## config.mk

```make
export PLATFORM = sky130hd
export DESIGN_NAME = imgnrm_ctrl
export DESIGN_NICKNAME = d
export VERILOG_FILES = /design/src/hw/rtl/imgnrm_pkg.sv /design/src/hw/rtl/imgnrm_ctrl.sv
export SDC_FILE = /design/constraint.sdc
export NUM_CORES = 1
export LEC_CHECK = 0
export BUFFER_PORTS_ARGS = -buffer_cell sky130_fd_sc_hd__buf_4
export CAP_MARGIN = 10
export CORE_MARGIN = 1
export CORE_UTILIZATION = 46
export CTS_CLUSTER_DIAMETER = 40
export CTS_CLUSTER_SIZE = 10
export DETAILED_ROUTE_END_ITERATION = 10
export PLACE_DENSITY = 0.76
export SLEW_MARGIN = 0
export SYNTH_ARGS = -nofsm -noshare
export SYNTH_HDL_FRONTEND = slang
export SYNTH_SLANG_ARGS = --single-unit
```

## constraint.sdc

```tcl
create_clock -name clk_i -period 1.65 [get_ports clk_i]
set_input_delay 0.165 -clock clk_i [delete_from_list [all_inputs] [get_ports clk_i]]
set_output_delay 0.165 -clock clk_i [all_outputs]
set_load 0.005 [all_outputs]
```

## src/hw/rtl/imgnrm_pkg.sv

```systemverilog
// Shared types, widths and helpers for the image point normalization block.
package imgnrm_pkg;

  localparam int unsigned MaxPointsDef = 32;

  localparam int unsigned CoordW   = 24;
  localparam int unsigned NormW    = 24;
  localparam int unsigned ScaleW   = 32;
  localparam int unsigned OffW     = 40;
  // datapath widths sized for sets of up to 64 points
  localparam int unsigned DevW     = 32;
  localparam int unsigned MagW     = 31;
  localparam int unsigned SqW      = 2 * MagW;
  localparam int unsigned QsumW    = 68;
  localparam int unsigned NumShift = 49;
  localparam int unsigned ProdW    = ScaleW + MagW;
  localparam int unsigned RdivW    = 64;
  localparam int unsigned RdenW    = 15;
  localparam int unsigned RdivStep = 4;

  typedef struct packed {
    logic signed [CoordW-1:0] point_x;
    logic signed [CoordW-1:0] point_y;
    logic                     last_point;
  } in_t;

  typedef struct packed {
    logic signed [NormW-1:0] norm_x;
    logic signed [NormW-1:0] norm_y;
    logic [ScaleW-1:0]       scale;
    logic signed [OffW-1:0]  offset_x;
    logic signed [OffW-1:0]  offset_y;
    logic                    degenerate;
    logic                    overflowed;
    logic                    last_result;
  } out_t;

  typedef struct packed {
    logic load;
    logic clr;
    logic rd;
    logic dev;
    logic sq;
    logic acc;
    logic n2;
    logic n3;
    logic scl_start;
    logic mul;
    logic mul_off;
    logic div_start;
    logic off_save;
    logic out_load;
    logic out_last;
  } cmd_t;

  typedef struct packed {
    logic scl_done;
    logic div_done;
    logic out_free;
  } sts_t;

  // signed saturation of a rounded magnitude to a field of 'bits' bits
  function automatic logic [OffW-1:0] sat_mag(input logic neg, input logic [RdivW-1:0] q,
                                              input int unsigned bits);
    logic [RdivW-1:0] lim;
    logic [RdivW-1:0] v;
    lim = RdivW'(1) << (bits - 1);
    if (neg) begin
      v = (q > lim) ? lim : q;
      v = RdivW'(0) - v;
    end else begin
      v = (q > lim - RdivW'(1)) ? lim - RdivW'(1) : q;
    end
    return v[OffW-1:0];
  endfunction

endpackage

```

## src/hw/rtl/imgnrm_ctrl.sv

```systemverilog
// Controller: load, accumulate, scale, offset and emit sequencing.
module imgnrm_ctrl #(
  parameter int unsigned MAX_POINTS = imgnrm_pkg::MaxPointsDef,
  localparam int unsigned CW = $clog2(MAX_POINTS + 1),
  localparam int unsigned AW = (MAX_POINTS > 1) ? $clog2(MAX_POINTS) : 1
) (
  input  logic             clk_i,
  input  logic             rst_ni,
  input  logic             in_valid_i,
  input  logic             in_last_i,
  output logic             in_stall_o,
  input  logic [CW-1:0]    n_i,
  input  imgnrm_pkg::sts_t sts_i,
  output imgnrm_pkg::cmd_t cmd_o,
  output logic [AW-1:0]    idx_o
);
  import imgnrm_pkg::*;

  typedef enum logic [4:0] {
    ST_IDLE, ST_ARD, ST_ADEV, ST_ASQ, ST_AADD, ST_N2, ST_N3, ST_SGO, ST_SWAIT,
    ST_OMUL, ST_OGO, ST_OWAIT, ST_PRD, ST_PDEV, ST_PMUL, ST_PGO, ST_PWAIT, ST_POUT
  } st_e;

  st_e           state_q;
  logic [CW-1:0] idx_q;
  logic          accept, at_last;

  assign in_stall_o = (state_q != ST_IDLE);
  assign accept     = in_valid_i && !in_stall_o;
  assign at_last    = idx_q == CW'(n_i - 1'b1);
  assign idx_o      = idx_q[AW-1:0];

  always_comb begin
    cmd_o      = '0;
    cmd_o.load = accept;
    unique case (state_q)
      ST_ARD, ST_PRD:   cmd_o.rd = 1'b1;
      ST_ADEV, ST_PDEV: cmd_o.dev = 1'b1;
      ST_ASQ:           cmd_o.sq = 1'b1;
      ST_AADD:          cmd_o.acc = 1'b1;
      ST_N2:            cmd_o.n2 = 1'b1;
      ST_N3:            cmd_o.n3 = 1'b1;
      ST_SGO:           cmd_o.scl_start = 1'b1;
      ST_OMUL: begin
        cmd_o.mul     = 1'b1;
        cmd_o.mul_off = 1'b1;
      end
      ST_PMUL:          cmd_o.mul = 1'b1;
      ST_OGO, ST_PGO:   cmd_o.div_start = 1'b1;
      ST_OWAIT:         cmd_o.off_save = sts_i.div_done;
      ST_POUT: begin
        cmd_o.out_load = sts_i.out_free;
        cmd_o.out_last = at_last;
        cmd_o.clr      = sts_i.out_free && at_last;
      end
      default: ;
    endcase
  end

  always_ff @(posedge clk_i or negedge rst_ni) begin
    if (!rst_ni) begin
      state_q <= ST_IDLE;
      idx_q   <= '0;
    end else begin
      unique case (state_q)
        ST_IDLE: begin
          idx_q <= '0;
          if (accept && in_last_i) state_q <= ST_ARD;
        end
        ST_ARD:  state_q <= ST_ADEV;
        ST_ADEV: state_q <= ST_ASQ;
        ST_ASQ:  state_q <= ST_AADD;
        ST_AADD: begin
          if (at_last) begin
            idx_q   <= '0;
            state_q <= ST_N2;
          end else begin
            idx_q   <= idx_q + 1'b1;
            state_q <= ST_ARD;
          end
        end
        ST_N2:   state_q <= ST_N3;
        ST_N3:   state_q <= ST_SGO;
        ST_SGO:  state_q <= ST_SWAIT;
        ST_SWAIT: if (sts_i.scl_done) state_q <= ST_OMUL;
        ST_OMUL: state_q <= ST_OGO;
        ST_OGO:  state_q <= ST_OWAIT;
        ST_OWAIT: if (sts_i.div_done) state_q <= ST_PRD;
        ST_PRD:  state_q <= ST_PDEV;
        ST_PDEV: state_q <= ST_PMUL;
        ST_PMUL: state_q <= ST_PGO;
        ST_PGO:  state_q <= ST_PWAIT;
        ST_PWAIT: if (sts_i.div_done) state_q <= ST_POUT;
        ST_POUT: begin
          if (sts_i.out_free) begin
            if (at_last) begin
              idx_q   <= '0;
              state_q <= ST_IDLE;
            end else begin
              idx_q   <= idx_q + 1'b1;
              state_q <= ST_PRD;
            end
          end
        end
        default: state_q <= ST_IDLE;
      endcase
    end
  end

  a_load_free: assert property (@(posedge clk_i) disable iff (!rst_ni)
    cmd_o.out_load |-> sts_i.out_free)
    else $error("result loaded while output register busy");

  a_last_stalls: assert property (@(posedge clk_i) disable iff (!rst_ni)
    (cmd_o.load && in_last_i) |=> in_stall_o)
    else $error("input not stalled after closing beat");

  a_clr_at_end: assert property (@(posedge clk_i) disable iff (!rst_ni)
    cmd_o.clr |-> (cmd_o.out_load && cmd_o.out_last))
    else $error("set cleared before its last result");

  a_rd_in_set: assert property (@(posedge clk_i) disable iff (!rst_ni)
    cmd_o.rd |-> (idx_q < n_i))
    else $error("read beyond stored points");

endmodule

```

After elaboration in Yosys (flattened, before gate mapping)
Cells that the tools add are included.
- bits of input ports: 13
- output and inout bits: 21
- register bits: 11
- muxes and demuxes: 24
- equality and inequality tests: 23
- reductions and logical operators: 13
- $add $sub $neg: 2
- operators with widths (operator ; number):
    5-bit case mux with 18 select lines ; 1
    5-bit by 4-bit == test with 1-bit output, second input constant ; 8
    5-bit 2-to-1 mux ; 5
    5-bit by 3-bit == test with 1-bit output, second input constant ; 4
    6-bit case mux with 3 select lines ; 1
    1-bit 2-to-1 mux ; 12
    6-bit 2-to-1 mux ; 2
    5-bit by 2-bit == test with 1-bit output, second input constant ; 2
    5-bit == test, second input constant ; 2
    2-bit inequality test, second input constant ; 5
    2-bit OR reduction ; 4
    6-bit by 1-bit adder with 6-bit output, second input constant ; 1
    6-bit == test ; 1
    6-bit by 1-bit subtractor with 6-bit output, second input constant ; 1
    5-bit by 1-bit == test with 1-bit output, second input constant ; 1
    5-bit logical NOT ; 1
    5-bit AND reduction ; 1
    5-bit nonzero test ; 1
    4-bit 2-to-1 mux ; 1
    1-bit logical AND ; 3
    3-bit 2-to-1 mux ; 1
    3-bit nonzero test ; 1
    2-bit 2-to-1 mux ; 1
    2-bit AND reduction ; 1
    1-bit logical NOT ; 1

Depth between registers and ports, before layout
Gate-level depths: netlist of run 1.
- depth after elaboration: 6
- depth in mapped cells: 9

Worst setup path after synthesis of run 1
No wires, ideal clock.
- kind: register -> register
- start point: register state_q[4]
- end point: register idx_q[4]
- library setup time: 0.065 ns
- required time: 1.585 ns
- slack: -0.032 ns
- data arrival time: 1.617 ns
- cell stages (with the launch flop): 9
- period minus slack after synthesis: 1.682 ns
- path through: dfrtp_1 > buf_6 > nor3b_2 > a21oi_1 > or3_1 > a41o_1 > buf_6 > nor4_1 > a211o_1
- word-level cells in the longest chain between the ends: 3
- ends and longest elaborated chain (element ; line ; text):
    from (decl) ; imgnrm_ctrl.sv:24 ; st_e state_q;
    from (signal assigned) ; imgnrm_ctrl.sv:62 ; state_q <= ST_IDLE;
    from (signal assigned) ; imgnrm_ctrl.sv:68 ; if (accept && in_last_i) state_q <= ST_ARD;
    from (signal assigned) ; imgnrm_ctrl.sv:70 ; ST_ARD: state_q <= ST_ADEV;
    5-bit == test, or another cell as far along ; imgnrm_ctrl.sv:65 ; unique case (state_q)
    2-bit inequality test (no source line) / 3-bit nonzero test (equally long branches) ; -- ;
    2-bit AND reduction (no source line) ; -- ;
    to (signal assigned) ; imgnrm_ctrl.sv:78 ; idx_q <= idx_q + 1'b1;
    to (signal assigned) ; imgnrm_ctrl.sv:100 ; idx_q <= idx_q + 1'b1;
    to (decl) ; imgnrm_ctrl.sv:25 ; logic [CW-1:0] idx_q;
Several ways; a longest one is shown, not always the timed one.
A chain may end at the register's enable or synchronous reset.

Worst setup path in the final report of run 1
- start point: register idx_q[4]
- end point: register idx_q[3]
- word-level cells in the longest chain between the ends: 4
- ends and longest elaborated chain (element ; line ; text):
    6-bit == test (*) ; imgnrm_ctrl.sv:30 ; assign at_last = idx_q == CW'(n_i - 1'b1);
    6-bit 2-to-1 mux (*) ; imgnrm_ctrl.sv:74, imgnrm_ctrl.sv:96 ;
    6-bit 2-to-1 mux ; imgnrm_ctrl.sv:95 ; if (sts_i.out_free) begin
    6-bit case mux with 3 select lines (*) ; imgnrm_ctrl.sv:65 ;
Every way passes the cells marked *; elsewhere a longest branch is shown, timed or not. The select of a mux whose other input is x is not followed.

==> results of run 1 <==
[layout make-up]
| cell class | instances | area share |
|---|---|---|
| timing repair buffer | 84 | 0.353 |
| inverter | 8 | 0.0170 |
| sequential | 11 | 0.136 |
| multi-input combinational | 113 | 0.464 |
| tap | 28 | 0.0170 |
| clock buffer | 4 | 0.0128 |
[metal layers]
layer,vias to the layer above,track usage,routed length [um]
li1,663,-,-
met1,744,0.363,1810
met2,115,0.526,2650
met3,30,0.0536,436
met4,0,0.0833,221
met5,-,0,0
[per-stage QoR]
step                utilization  cells  worst slack, ps  instance area [sq um]
floorplan                     -    147            -5.46                   1130
global placement          0.676    219             -145                   1510
detailed placement        0.676    219             -229                   1510
CTS                       0.769    233             -166                   1720
global route              0.921    248             -397                   2060
finish                    0.921    248             -367                   2060
[kinds of logic after synthesis]
kind of cell	after synthesis
XOR/XNOR	11
adder cells (fa/ha/maj)	2
flip-flops	11
buffers and inverters	24
AO/OA/AOI/OAI	30
AND/OR/NAND/NOR	69
[sequential cells by signal, summed over array words and instances, names as in the netlist]
signal,cells
state_q,5
idx_q,6
[Yosys cell counts, types with 2 or more instances]
cell / instances
dfrtp_1: 11
xor2_1: 5
or3_1: 5
o21ai_0: 5
nor3_1: 7
nor2_1: 17
and3_1: 2
buf_1: 2
nand3_1: 5
xnor2_1: 6
inv_1: 8
nand4_1: 2
a21o_1: 2
buf_6: 2
a21oi_1: 6
nand2b_1: 3
buf_4: 7
ha_1: 2
clkbuf_1: 4
nor4_1: 5
a211o_1: 2
nand2_1: 13
a31oi_1: 4
[worst max path at each step]
stage	from	to	slack, ps
after floorplan	state_q[4]	idx_q[4]	-5
after CTS	idx_q[4]	cmd_o[0]	-170
after global placement	n_i[1]	state_q[2]	-140
final	idx_q[4]	idx_q[3]	-370
after global routing	idx_q[4]	idx_q[3]	-400
after detailed placement	n_i[0]	state_q[2]	-230
[power by group through the flow]
stage	Combinational, uW	Clock [uW]	Sequential [uW]
after floorplan	834	0	401
after global placement	1320	0	430
after detailed placement	1350	0	437
after CTS	1600	193	452
after global routing	2560	206	503
final	2460	198	507
[critical path, cell delays in order, from the launching register on]
cell     delay [ps]
dfrtp_1         430
xor2_2          210
o31ai_2         320
buf_4           160
buf_4            90
a41o_2          320
nor2_1          100
a211o_1         270
[timing repair]
| item | in CTS | in global routing |
|---|---|---|
| setup buffers | 10 | 13 |
| endpoints found under the hold margin | 11 | 0 |
| setup endpoints to repair | 20 | 26 |
| pin swaps | 18 | 23 |
| gates cloned | 0 | 2 |
| gates resized for setup | 24 | 51 |
| hold buffers | 1 | 0 |
==> reports/metrics.csv, run 1 <==
metric,value,unit
via_count,1552,
die_h,51.0,um
route.detailed.drc,0,
crit_fanout,9,
rsz0062_at_grt,true,
synth_fa_ha_area_frac,0.0227,
first_pass_iters,5,
antenna_left,0,
start_util,0.494,
synth_ff_type,dfrtp_1,
synth_xor_area_frac,0.0873,
hold_slack,287,ps
maxSlewHeadroom,0.797,
wl,5120,um
reg2reg_to,idx_q[3],
synth_top_family_by_area,simple AND/OR/NAND/NOR gates,
grt_pass1_wl,5760,um
yosysWarnings,0,
grt_pass1_vias,1268,
place_congestion,0.873,
root_buffer,clkbuf_4,
drv_cap,0,
die_area,2600,sq um
synth.area.top_cells,"dfrtp_1 (25%), nor2_1 (5.8%), buf_4 (4.8%), xnor2_1 (4.8%), nand2_1 (4.4%)",
synth.distinct_cells,45,
clock_latency,280,ps
swShare,0.451,
antenna_cells,0,
total_power,3160,uW
synth.top_cell.area_share,0.249,
fin_nets,236,
synth-seq-area-share,0.249,
synthSimpleGateAreaFrac,0.330,
p_int,1730,uW
cts_made_buffers,3,
yosysTopAreaCell,dfrtp_1,
status,finished with violations,
final_common_cell,buf_4,
hp-class,in -> async,
htreeDepth,1,
fill_cells,79,
violations,negative setup slack,
regArea,280,sq um
grtUsageTotal,0.297,
setup_ws,-367,ps
cts_tree,yes,
reg2regPathDepth,7,
cp.arrival,2180,ps
dpl.hpwl,2380,um
pwr-share-seq,0.160,
ys_ff_latch,11,
synth_edf_count,0,
p_switching,1430,uW
r2r_start,idx_q[4],
cts_sinks,11,
ys_async_sr_fraction,1.00,
tightest_slew,301,ps
multi_input_area,953,sq um
avgSynthCellArea,7.51,sq um
fin_crit_sh,1.22,
r2r_slack,-370,ps
p_comb_frac,0.777,
report.final.slew_viol_count,0,
drive_gt1_frac,0.623,
required,1810,ps
grt_max_degree,13,
cp-start-kind,register,
powerDensity,1540,nW/um^2
netlist_instances,147,
synth_area,1100,sq um
avgRoutedWirePerCell,20.6,um
rows,17,
placeableCoreArea,2230,sq um
synth_compound_area_frac,0.190,
fp.dieW,51.0,um
antenna_found_initial,0,
period_needed,2020,ps
peakVddDrop,1.37,mV
syn2layout_area_growth,86.4,%
max_freq,496,MHz
pwr-share-clk,0.063,
syn_nets,162,
grt-ovfl-total,0,
fin_setup_tns,-3490,ps
hold_violations,0,
leakage,0.000965,uW
finalSetupViolations,24,
vias_per_cell,6.26,
clkTransAtPathRegs,80,ps
mostFrequentLayoutCells,"buf_4 (64), buf_6 (17), nor2_1 (11)",
path_class,reg -> reg,
cp-end-kind,register,
boundaryPins,34,
port_buffers,33,
cts.path.max_buffers,2,
synth_mux_area_frac,0,
drt-initial-drc-count,76,
skew,7.15,ps
Power figures use the tool's default switching activity.
==> run 2: changes to the inputs <==
- BUFFER_PORTS_ARGS: -buffer_cell sky130_fd_sc_hd__buf_4 -> -buffer_cell sky130_fd_sc_hd__buf_2
- clock period: 1.65 -> 1.64 ns (I/O delays scaled with it)
==> run 2 against run 1 <==
Effect of this change: the flow still finishes with violations (negative setup slack); core utilization decreased by 3.2 points; routed wire length fell by 0.66%; combinational power about the same; clock skew decreased by 6.1 ps; clock power is 4% lower; hold slack gained 40 ps; sequential power is 14% lower; worst setup slack gained 21 ps.
==> reports/metrics.csv, run 2 (synthesized netlist as in run 1, its figures left out) <==
metric,value,unit
status,finished with violations,
violations,negative setup slack,
hold_violations,0,
path_depth,6,
first_pass_iters,4,
start_util,0.494,
grt_pass1_wl,5960,um
critPathBufInv,2,
die_h,51.0,um
antenna_left,0,
leakage,0.000951,uW
clock_latency,270,ps
grtUsageTotal,0.307,
path_class,reg -> out,
fin_cells,250,
skew,1.01,ps
via_count,1536,
drv_cap,0,
final_common_cell,buf_4,
avgRoutedWirePerCell,20.3,um
powerDensity,1560,nW/um^2
final_area,1990,sq um
cp-start-kind,register,
regMostFlops,idx_q,
placed_cells,225,
wl,5080,um
rows,17,
multi_input_area,947,sq um
antenna_cells,0,
fin_nets,238,
r2r_start,state_q[0],
drt-initial-drc-count,71,
syn2layout_area_growth,79.9,%
fin_setup_tns,-3380,ps
grt_max_degree,12,
place_congestion,0.901,
mostFrequentLayoutCells,"buf_4 (33), buf_2 (32), buf_6 (19)",
fp.dieW,51.0,um
cp.arrival,1820,ps
antenna_found_initial,0,
grt-ovfl-total,0,
finalSetupViolations,22,
port_buffers,33,
rsz0062_at_grt,true,
hp-class,in -> async,
die_area,2600,sq um
drive_gt1_frac,0.608,
cts_made_buffers,3,
reg2reg_to,idx_q[3],
vias_per_cell,6.14,
reg2regPathDepth,7,
grt_pass1_vias,1346,
timing.critical_path.slowest_stage_cell,dfrtp_1,
clkTransAtPathRegs,70,ps
period_needed,1990,ps
root_buffer,clkbuf_4,
top_regs,"idx_q (6), state_q (5)",
placed_cell_area,1480,sq um
required,1480,ps
largest_reg_flops,6,
crit_fanout,3,
cp-end-kind,output port,
route.detailed.drc,0,
maxSlewHeadroom,0.791,
boundaryPins,34,
cts_tree,yes,
cts_sinks,11,
dpl.hpwl,2520,um
crit_end,cmd_o[0],
fin_crit_sh,1.21,
cts.path.max_buffers,2,
max_freq,503,MHz
regArea,275,sq um
worstPathCellList,xor2_2 -> o31ai_2 -> nand4_1 -> buf_4 -> nor2_2 -> buf_2,
setup_ws,-346,ps
peakVddDrop,1.32,mV
r2r_slack,-270,ps
tightest_slew,311,ps
path_delay_family,flip-flops,
slowest_delay,420,ps
startpoint,idx_q[4],
report.final.slew_viol_count,0,
placeableCoreArea,2230,sq um
fill_cells,96,
htreeDepth,1,
## run 2: timing repair
| item | in CTS | in global routing |
|---|---|---|
| buffers inserted | 12 | 9 |
| pin swaps | 14 | 18 |
| gates resized for setup | 33 | 38 |
| endpoints found under the hold margin | 11 | 0 |
| endpoints found under the setup margin | 24 | 24 |
| hold buffers | 1 | 0 |
## run 2: per-stage QoR
stage	total power (uW)	hold slack [ps]	utilization	worst slack, ps
floorplan	1240	-132	-	-15.5
global placement	1780	42.9	0.663	-205
detailed placement	1830	47.8	0.663	-216
CTS	2430	286	0.785	-199
global route	3200	337	0.889	-415
finish	3090	326	0.889	-346
## run 2: cell type report
cell class / instances / share of cell area
flip-flops and latches: 11 / 0.139
clock buffers: 4 / 0.0132
multi-input cells: 112 / 0.477
well taps: 28 / 0.0176
inverters: 8 / 0.0151
repair buffers: 87 / 0.338
## run 2: worst min path at each step
| stage | to | slack, ps | cells after the start |
|---|---|---|---|
| detailed placement | idx_q[3] | 50 | 1 |
| floorplan | idx_q[0] | -130 | 0 |
| global route | idx_q[4] | 340 | 2 |
| global placement | idx_q[4] | 40 | 1 |
| finish | idx_q[2] | 330 | 2 |
| CTS | idx_q[1] | 290 | 3 |
## run 2: worst register-to-register path: cells and delay by family, from the launching register on
family                 cells  cell delay (ps)
DFF                        1              430
AOI/OAI and AO/OA          3              480
buffers and inverters      1              130
and+or+nand+nor            3              810
## run 2: routing by layer
layer  track usage  vias to the layer above  wire [um]
li1              -                      667          -
met1         0.379                      738       1890
met2         0.557                      102       2580
met3        0.0387                       29        346
met4        0.0741                        0        274
met5             0                        -          0
## run 2: power breakdown
part	total [uW]	internal (uW)	switching (uW)	leakage (uW)
combinational	2460	1230	1230	0.000790
sequential	437	343	94.2	0.000146
clock	191	94.2	96.5	0.0000150
total	3090	1670	1420	0.000951
==> run 3: changes to the inputs <==
- SKIP_LAST_GASP: not set -> 1
==> run 3 against run 2 <==
Effect of this change: the run still ends with negative setup slack left; clock skew rose by 6.5 ps; via count fell by 3.1%; critical path depth did not move; register-to-register slack improved by 30 ps; sequential share of layout area fell by 0.18 points; routed wire length fell by 2.8%; critical path type unchanged.
==> reports/metrics.csv, run 3 (synthesized netlist as in run 1, its figures left out) <==
metric,value,unit
worstPathCellList,xor2_1 -> xnor2_1 -> nand4_1 -> buf_4 -> nor2_2 -> buf_2,
path_class,reg -> out,
antenna_cells,0,
path_delay_family,XOR/XNOR gates,
port_buffers,33,
place_congestion,0.901,
htreeDepth,1,
cts_tree,yes,
rows,17,
grt_pass1_vias,1380,
mostFrequentLayoutCells,"buf_2 (32), buf_4 (32), buf_6 (17)",
antenna_found_initial,0,
reg2regPathDepth,7,
dpl.hpwl,2520,um
vias_per_cell,6.00,
regMostFlops,idx_q,
peakVddDrop,1.41,mV
multi_input_area,976,sq um
slowest_delay,400,ps
cts_made_buffers,3,
first_pass_iters,5,
tightest_slew,355,ps
grt_max_degree,12,
period_needed,2030,ps
max_freq,493,MHz
maxSlewHeadroom,0.762,
powerDensity,1540,nW/um^2
clock_latency,280,ps
finalSetupViolations,21,
rsz0062_at_grt,true,
grt_pass1_wl,6170,um
critPathBufInv,2,
route.detailed.drc,0,
r2r_start,idx_q[4],
drv_cap,0,
leakage,0.000948,uW
start_util,0.494,
status,finished with violations,
wl,4940,um
grtUsageTotal,0.318,
cp.arrival,1870,ps
largest_reg_flops,6,
report.final.slew_viol_count,0,
pre_cts_slack,-216,ps
root_buffer,clkbuf_4,
cts.path.max_buffers,2,
antenna_left,0,
hp-class,in -> async,
path_depth,6,
grt-ovfl-total,0,
die_h,51.0,um
hold_violations,0,
fin_cells,248,
top_regs,"idx_q (6), state_q (5)",
regArea,275,sq um
drt-initial-drc-count,47,
placed_cells,225,
startpoint,idx_q[3],
timing.critical_path.slowest_stage_cell,dfrtp_1,
cts_sinks,11,
fp.dieW,51.0,um
setup_ws,-390,ps
crit_fanout,3,
drive_gt1_frac,0.623,
via_count,1488,
required,1480,ps
fill_cells,106,
fin_nets,236,
cp-end-kind,output port,
violations,negative setup slack,
die_area,2600,sq um
skew,7.56,ps
syn2layout_area_growth,82.3,%
fin_crit_sh,1.24,
boundaryPins,34,
avgRoutedWirePerCell,19.9,um
placeableCoreArea,2230,sq um
cp-start-kind,register,
clkTransAtPathRegs,90,ps
## run 3: cell types whose count changed in the layout (fill, tap and decap cells not counted), sizes merged
cell    previous run  this run
buf               86        83
clkbuf             4         5
## run 3: area by class of cell
type	instances	area share
multi-input cells	112	0.485
flip-flops and latches	11	0.137
repair buffers	85	0.331
well taps	28	0.0174
inverters	8	0.0162
clock buffers	4	0.0131
## run 3: timing repair
item                       in CTS  in global routing
hold endpoints to repair       11                  0
pin swaps                      13                 20
hold buffers                    1                  0
buffers inserted               12                  6
setup endpoints to repair      24                 26
resized for setup              31                 45
cloned                          0                  1
## run 3: metal layers
layer | GRT usage | routed length (um)
met5 | 0 | 0
met4 | 0.106 | 260
met3 | 0.0536 | 373
met2 | 0.570 | 2500
met1 | 0.378 | 1810
## run 3: power by group
part | switching [uW] | internal [uW]
Clock | 111 | 94.3
Sequential | 82.3 | 343
Combinational | 1240 | 1230
## run 3: worst paths after layout
kind	to	slack, ps
max in group asynchronous	state_q[0]	1110
max	cmd_o[0]	-390
min reg2reg	idx_q[3]	690
max reg2reg	idx_q[3]	-240
min in group clk_i	state_q[1]	360
min	state_q[3]	310
## run 3: through the flow
| stage | hold slack (ps) | utilization | cell area [sq um] | setup TNS [ps] | total power (uW) |
|---|---|---|---|---|---|
| CTS | 286 | 0.782 | 1750 | -1280 | 2420 |
| global route | 335 | 0.901 | 2010 | -3950 | 3210 |
| detailed placement | 47.8 | 0.663 | 1480 | -1500 | 1830 |
| floorplan | -132 | - | 1140 | -15.5 | 1240 |
| finish | 313 | 0.901 | 2010 | -3100 | 3100 |
| global placement | 42.9 | 0.663 | 1480 | -1130 | 1780 |
## run 3: worst register-to-register path: stages, from the launching register on
cell and delay [ps]:
dfrtp_1 420, xor2_2 200, o31ai_2 290, buf_4 160
a41o_4 270, buf_6 120, nor4_2 30, a211o_1 270
